File: config.mk
export PLATFORM = sky130hd
export DESIGN_NAME = alu_status_flag_update_top
export DESIGN_NICKNAME = d
export VERILOG_FILES = /design/src/design/aluf_pkg.sv /design/src/design/alu_status_flag_update_top.sv
export SDC_FILE = /design/constraint.sdc
export NUM_CORES = 2
export LEC_CHECK = 0
export BUFFER_PORTS_ARGS = -buffer_cell sky130_fd_sc_hd__buf_2
export CORE_UTILIZATION = 43
export CTS_BUF_LIST = sky130_fd_sc_hd__clkbuf_2 sky130_fd_sc_hd__clkbuf_4 sky130_fd_sc_hd__clkbuf_8
export DETAILED_ROUTE_END_ITERATION = 12
export GPL_TIMING_DRIVEN = 0
export PLACE_DENSITY = 0.6
export RECOVER_POWER = 50
export SKIP_LAST_GASP = 1
export SLEW_MARGIN = 5
export SYNTH_ARGS = -nofsm -noshare
export SYNTH_HDL_FRONTEND = slang
export SYNTH_SLANG_ARGS = --single-unit
File: constraint.sdc
create_clock -name clk_i -period 9 [get_ports clk_i]
set_input_delay 1.35 -clock clk_i [delete_from_list [all_inputs] [get_ports clk_i]]
set_output_delay 1.35 -clock clk_i [all_outputs]
set_load 0.02 [all_outputs]
File: src/design/aluf_pkg.sv
// Shared types and constants for the ALU status flag update block.
`timescale 1ns / 1ps
`default_nettype none

package aluf_pkg;

  typedef enum logic [2:0] {
    OP_ADD = 3'd0,
    OP_SUB = 3'd1,
    OP_AND = 3'd2,
    OP_OR  = 3'd3,
    OP_MUL = 3'd4,
    OP_SHL = 3'd5,
    OP_SHR = 3'd6
  } opcode_e;

  typedef enum logic [1:0] {
    WC_8  = 2'd0,
    WC_16 = 2'd1,
    WC_32 = 2'd2
  } width_code_e;

  localparam int unsigned CF_BIT = 0;
  localparam int unsigned PF_BIT = 2;
  localparam int unsigned ZF_BIT = 6;
  localparam int unsigned SF_BIT = 7;
  localparam int unsigned OF_BIT = 11;

  localparam logic [31:0] STATUS_RESET = 32'h0000_0202;
  localparam logic [31:0] FLAG_MASK    = 32'h0000_08C5;

endpackage

`default_nettype wire

File: src/design/alu_status_flag_update_top.sv
// Top level of the ALU status flag update block.
//
// The block keeps a 32-bit x86-style status word. Each input word carries an
// opcode, an operand size code and two operands. The block updates the carry,
// parity, zero, sign and overflow bits of the status word from that operation
// (a multiply only carry and overflow, a zero shift count none) and returns
// the whole status word as one output word. All other bits keep their value.
// Both channels use valid and stall: a word moves at a rising edge where
// valid is high and stall is low.
// An accepted word is captured in an input register, the flags are computed
// in one pass of combinational logic, and the new status word is written into
// the status register and the output register at the same edge. One word per
// cycle is sustained while the receiver does not stall.
// When the receiver stalls, the output word holds; the input register still
// takes one more word, and the input stalls only once both stages are full.
// Reset sets the status word to 0x00000202 and empties both stages.
`timescale 1ns / 1ps
`default_nettype none

module alu_status_flag_update_top
  import aluf_pkg::*;
(
  input  wire logic        clk_i,
  input  wire logic        rst_ni,
  input  wire logic        in_valid_i,
  output logic             in_stall_o,
  input  wire logic [2:0]  opcode_i,
  input  wire logic [1:0]  width_code_i,
  input  wire logic [31:0] operand_a_i,
  input  wire logic [31:0] operand_b_i,
  output logic             out_valid_o,
  input  wire logic        out_stall_i,
  output logic [31:0]      flags_word_o
);

  logic        s1_valid_q, s1_valid_d;
  logic [2:0]  opcode_q;
  logic [1:0]  width_q;
  logic [31:0] a_q, b_q;
  logic [31:0] status_q, status_d;
  logic        out_valid_q, out_valid_d;
  logic [31:0] out_word_q;
  logic        advance, in_take;

  assign advance    = s1_valid_q && (!out_valid_q || !out_stall_i);
  assign in_stall_o = s1_valid_q && !advance;
  assign in_take    = in_valid_i && !in_stall_o;

  assign s1_valid_d  = in_take || (s1_valid_q && !advance);
  assign out_valid_d = advance || (out_valid_q && out_stall_i);

  always_ff @(posedge clk_i or negedge rst_ni) begin
    if (!rst_ni) begin
      s1_valid_q  <= 1'b0;
      out_valid_q <= 1'b0;
      status_q    <= STATUS_RESET;
    end else begin
      s1_valid_q  <= s1_valid_d;
      out_valid_q <= out_valid_d;
      if (advance) begin
        status_q <= status_d;
      end
    end
  end

  always_ff @(posedge clk_i) begin
    if (in_take) begin
      opcode_q <= opcode_i;
      width_q  <= width_code_i;
      a_q      <= operand_a_i;
      b_q      <= operand_b_i;
    end
    if (advance) begin
      out_word_q <= status_d;
    end
  end

  always_comb begin
    logic [31:0] msk;
    logic [31:0] ta, tb;
    logic [4:0]  cnt;
    logic [32:0] sum, diff;
    logic [63:0] prod, shl_w;
    logic [31:0] shr_w;
    logic [31:0] res;
    logic        res_top, a_top, a_next;
    logic        add_c, shl_c, mul_hi;
    logic        upd_res, cf, of, upd_of;

    unique case (width_q)
      WC_8:    msk = 32'h0000_00FF;
      WC_16:   msk = 32'h0000_FFFF;
      default: msk = 32'hFFFF_FFFF;
    endcase
    ta    = a_q & msk;
    tb    = b_q & msk;
    cnt   = b_q[4:0];
    sum   = {1'b0, ta} + {1'b0, tb};
    diff  = {1'b0, ta} - {1'b0, tb};
    prod  = {32'b0, ta} * {32'b0, tb};
    shl_w = {32'b0, ta} << cnt;
    shr_w = ta >> cnt;

    unique case (width_q)
      WC_8: begin
        add_c  = sum[8];
        shl_c  = shl_w[8];
        mul_hi = |prod[63:8];
        a_top  = ta[7];
        a_next = ta[6];
      end
      WC_16: begin
        add_c  = sum[16];
        shl_c  = shl_w[16];
        mul_hi = |prod[63:16];
        a_top  = ta[15];
        a_next = ta[14];
      end
      default: begin
        add_c  = sum[32];
        shl_c  = shl_w[32];
        mul_hi = |prod[63:32];
        a_top  = ta[31];
        a_next = ta[30];
      end
    endcase

    res     = '0;
    upd_res = 1'b0;
    cf      = status_q[CF_BIT];
    of      = status_q[OF_BIT];
    upd_of  = 1'b0;

    unique case (opcode_q)
      OP_ADD: begin
        res     = sum[31:0] & msk;
        upd_res = 1'b1;
        cf      = add_c;
        upd_of  = 1'b1;
      end
      OP_SUB: begin
        res     = diff[31:0] & msk;
        upd_res = 1'b1;
        cf      = diff[32];
        upd_of  = 1'b1;
      end
      OP_AND: begin
        res     = ta & tb;
        upd_res = 1'b1;
        cf      = 1'b0;
        of      = 1'b0;
      end
      OP_OR: begin
        res     = ta | tb;
        upd_res = 1'b1;
        cf      = 1'b0;
        of      = 1'b0;
      end
      OP_MUL: begin
        cf = mul_hi;
        of = mul_hi;
      end
      OP_SHL: begin
        if (cnt != 5'd0) begin
          res     = shl_w[31:0] & msk;
          upd_res = 1'b1;
          cf      = shl_c;
          if (cnt == 5'd1) begin
            of = a_top ^ a_next;
          end
        end
      end
      OP_SHR: begin
        if (cnt != 5'd0) begin
          res     = shr_w;
          upd_res = 1'b1;
          cf      = ta[cnt - 5'd1];
          if (cnt == 5'd1) begin
            of = a_top;
          end
        end
      end
      default: begin
        res = '0;
      end
    endcase

    unique case (width_q)
      WC_8:    res_top = res[7];
      WC_16:   res_top = res[15];
      default: res_top = res[31];
    endcase

    if (upd_of) begin
      if (opcode_q == OP_ADD) begin
        of = ((~(ta ^ tb) & (ta ^ res) & (msk ^ (msk >> 1))) != 32'd0);
      end else begin
        of = (((ta ^ tb) & (ta ^ res) & (msk ^ (msk >> 1))) != 32'd0);
      end
    end

    status_d         = status_q;
    status_d[CF_BIT] = cf;
    status_d[OF_BIT] = of;
    if (upd_res) begin
      status_d[PF_BIT] = ~(^res[7:0]);
      status_d[ZF_BIT] = (res == 32'd0);
      status_d[SF_BIT] = res_top;
    end
  end

  assign out_valid_o  = out_valid_q;
  assign flags_word_o = out_word_q;

endmodule

`default_nettype wire

==> qor.csv <==
metric,value,unit
routed_wl,199000,µm
cts_tree,yes,
dr.first_iter.drc_count,4790,
ant_nets,0,
gr-usage-all-layers,0.373,
yosysTopAreaCellShare,0.396,
die_w,327,µm
setup_viol_count_final,3,
avgSynthCellArea,8.54,µm²
worst_slack,-0.213,ns
pre_cts_ws,-4.43,ns
hold_path_class,flop to flop,
yosysSeqAreaShare,0.0529,
period_share,1.02,
num_vias,42300,
clock_latency,0.46,ns
ios,107,
postCtsHoldBufs,0,
portBuffers,79,
initial_core_util,0.436,
violations,"max-capacitance violations, max-slew violations, negative setup slack",
final_common_cell,fa_1,
coreArea,104000,µm²
cp_max_fo,11,
min_period,9.21,ns
grt_overflow,0,
place_congestion,1.03,
synthFlopType,edfxtp_1,
synth_warnings,0,
synth.area.top_cells,"fa_1 40%, ha_1 10%, inv_1 7.0%",
routed_via_density,6.14,
fmax,109,MHz
synthCells,5302,
syn2layout_area_growth,13.0,%
clk_pin_slew_worst_paths,0.10,ns
h-tree-depth,3,
avgRoutedWirePerCell,28.9,µm
grt_max_degree,47,
cts_sinks,81,
antenna_found_initial,16,
grt_pass1_vias,42300,
crit_path_top_delay_cell,fa_2,
numCtsBuffers,9,
ys_async_sr_fraction,0.0864,
critPathKind,flop to flop,
critPathMaxStageDelay,0.60,ns
relSlewSlack,-0.617,
drc,0,
hold_violations,0,
grt_pass1_wl,288000,µm
cp-start-kind,flop,
drive_above_1_share,0.150,
rsz0062_at_grt,true,
cts-root-buf,clkbuf_8,
final_max_slew_viol_count,31,
synth_edf_count,74,
worst_pin_slew,2.43,ns
final_nets,6836,
crit_path_frequent_cell,fa_1,
syn_area,45300,µm²
required,9.18,ns
ys_types,104,
cp.arrival,9.40,ns
final_cell_mix,"879 x fa_1, 818 x inv_1, 542 x nand2_1, 429 x nor2_1",
die-area,107000,µm²
hold_slack,0.493,ns
nFillCells,10200,
ys_ff_latch,81,
yosys.area.top_type,fa_1,
clockBufferDepth,2,
status,"finished, violations left",
rows,118,
end_kind,flop,
fin_worst_skew,0.0333,ns
die_h,327,µm
drt-pass1-iter-count,8,
dp_hpwl,164000,µm
cap_violations,1,
## final timing paths
kind / end / slack (ns) / depth (start not counted) / start
max: flags_word_o[11] / -0.21 / 28 / width_q[1]
min: status_q[2] / 0.49 / 2 / status_q[2]
max reg2reg: flags_word_o[11] / -0.21 / 28 / width_q[1]
min reg2reg: status_q[2] / 0.49 / 2 / status_q[2]
max in group asynchronous: status_q[2] / 7.74 / 1 / rst_ni
min in group asynchronous: status_q[0] / 0.84 / 1 / rst_ni
## sequential cells by signal (all words and copies together) (netlist names)
| register | flops |
|---|---|
| b_q | 32 |
| a_q | 32 |
| opcode_q | 3 |
| s1_valid_q | 1 |
| out_valid_o | 1 |
| flags_word_o | 5 |
| width_q | 2 |
| status_q | 5 |
## worst max-delay path: cells and delay by family (launching register included)
family | cells | cell delay (ns)
fa+ha+maj | 10 | 4.70
buf+inv | 6 | 1.12
compound gates | 6 | 1.58
mux | 1 | 0.19
simple gates | 5 | 0.87
flops | 1 | 0.46
## per-stage QoR
| stage | cells | setup TNS, ns | utilization | area [µm²] |
|---|---|---|---|---|
| 6_report | 6894 | -0.588 | 0.493 | 51200 |
| 2_1_floorplan | 5327 | 0 | - | 45400 |
| 5_1_grt | 6891 | -1.20 | 0.492 | 51200 |
| 3_5_place_dp | 6788 | -17.19 | 0.458 | 47600 |
| 3_3_place_gp | 6786 | -16.94 | 0.457 | 47500 |
| 4_1_cts | 6829 | -0.299 | 0.483 | 50200 |
## final cells by class
cell class	count	area (µm²)	share of cell area
well taps	1380	1730	0.0337
clock inverters	5	86.3	0.00169
inverters	874	3420	0.0668
clock buffers	11	151	0.00296
plain buffers	329	2080	0.0405
multi-input cells	3976	39600	0.773
diodes	6	15.0	0.000293
repair buffers	232	1730	0.0337
flip-flops and latches	81	2400	0.0468
## cells by family (layout without fill, tap and decap cells)
logic type	after synthesis	count (layout)	share of synthesized area
simple gates	1736	1736	0.184
buf+inv	1270	1451	0.109
fa+ha+maj	1260	1260	0.497
compound gates	784	784	0.116
mux	105	105	0.0283
flops	81	81	0.0529
xor+xnor	64	64	0.0127
other cells	2	33	0.000166
## routing by layer
layer,vias up,track usage,share of wire
met5,-,0,0.00013
met4,4,0.250,0.081
met3,530,0.0847,0.11
met2,2550,0.553,0.43
met1,21600,0.485,0.38
li1,17600,-,-
## cells in the mapped netlist (all sizes together), types with 27 or more instances
library cell  instances
nor4                 29
edfxtp               74
nor3                 61
a31oi                27
and2                 89
mux2i                69
nand2               555
nor2                446
xnor2                46
buf                  82
ha                  363
fa                  897
nand4                55
and3                333
o22ai                36
clkbuf              314
a21oi               211
a21o                 30
inv                 850
o21ai               150
nand3                55
a211oi               40
o211ai               39
## repair_timing
item	4_1_cts	5_1_grt
buffers inserted	86	63
resized for setup	596	183
cloned	1	1
pin swaps	52	59
endpoints found under the setup margin	4	4
Power is not shown: default switching activity piles up to over one toggle a cycle in this logic, so the estimate is an artifact.
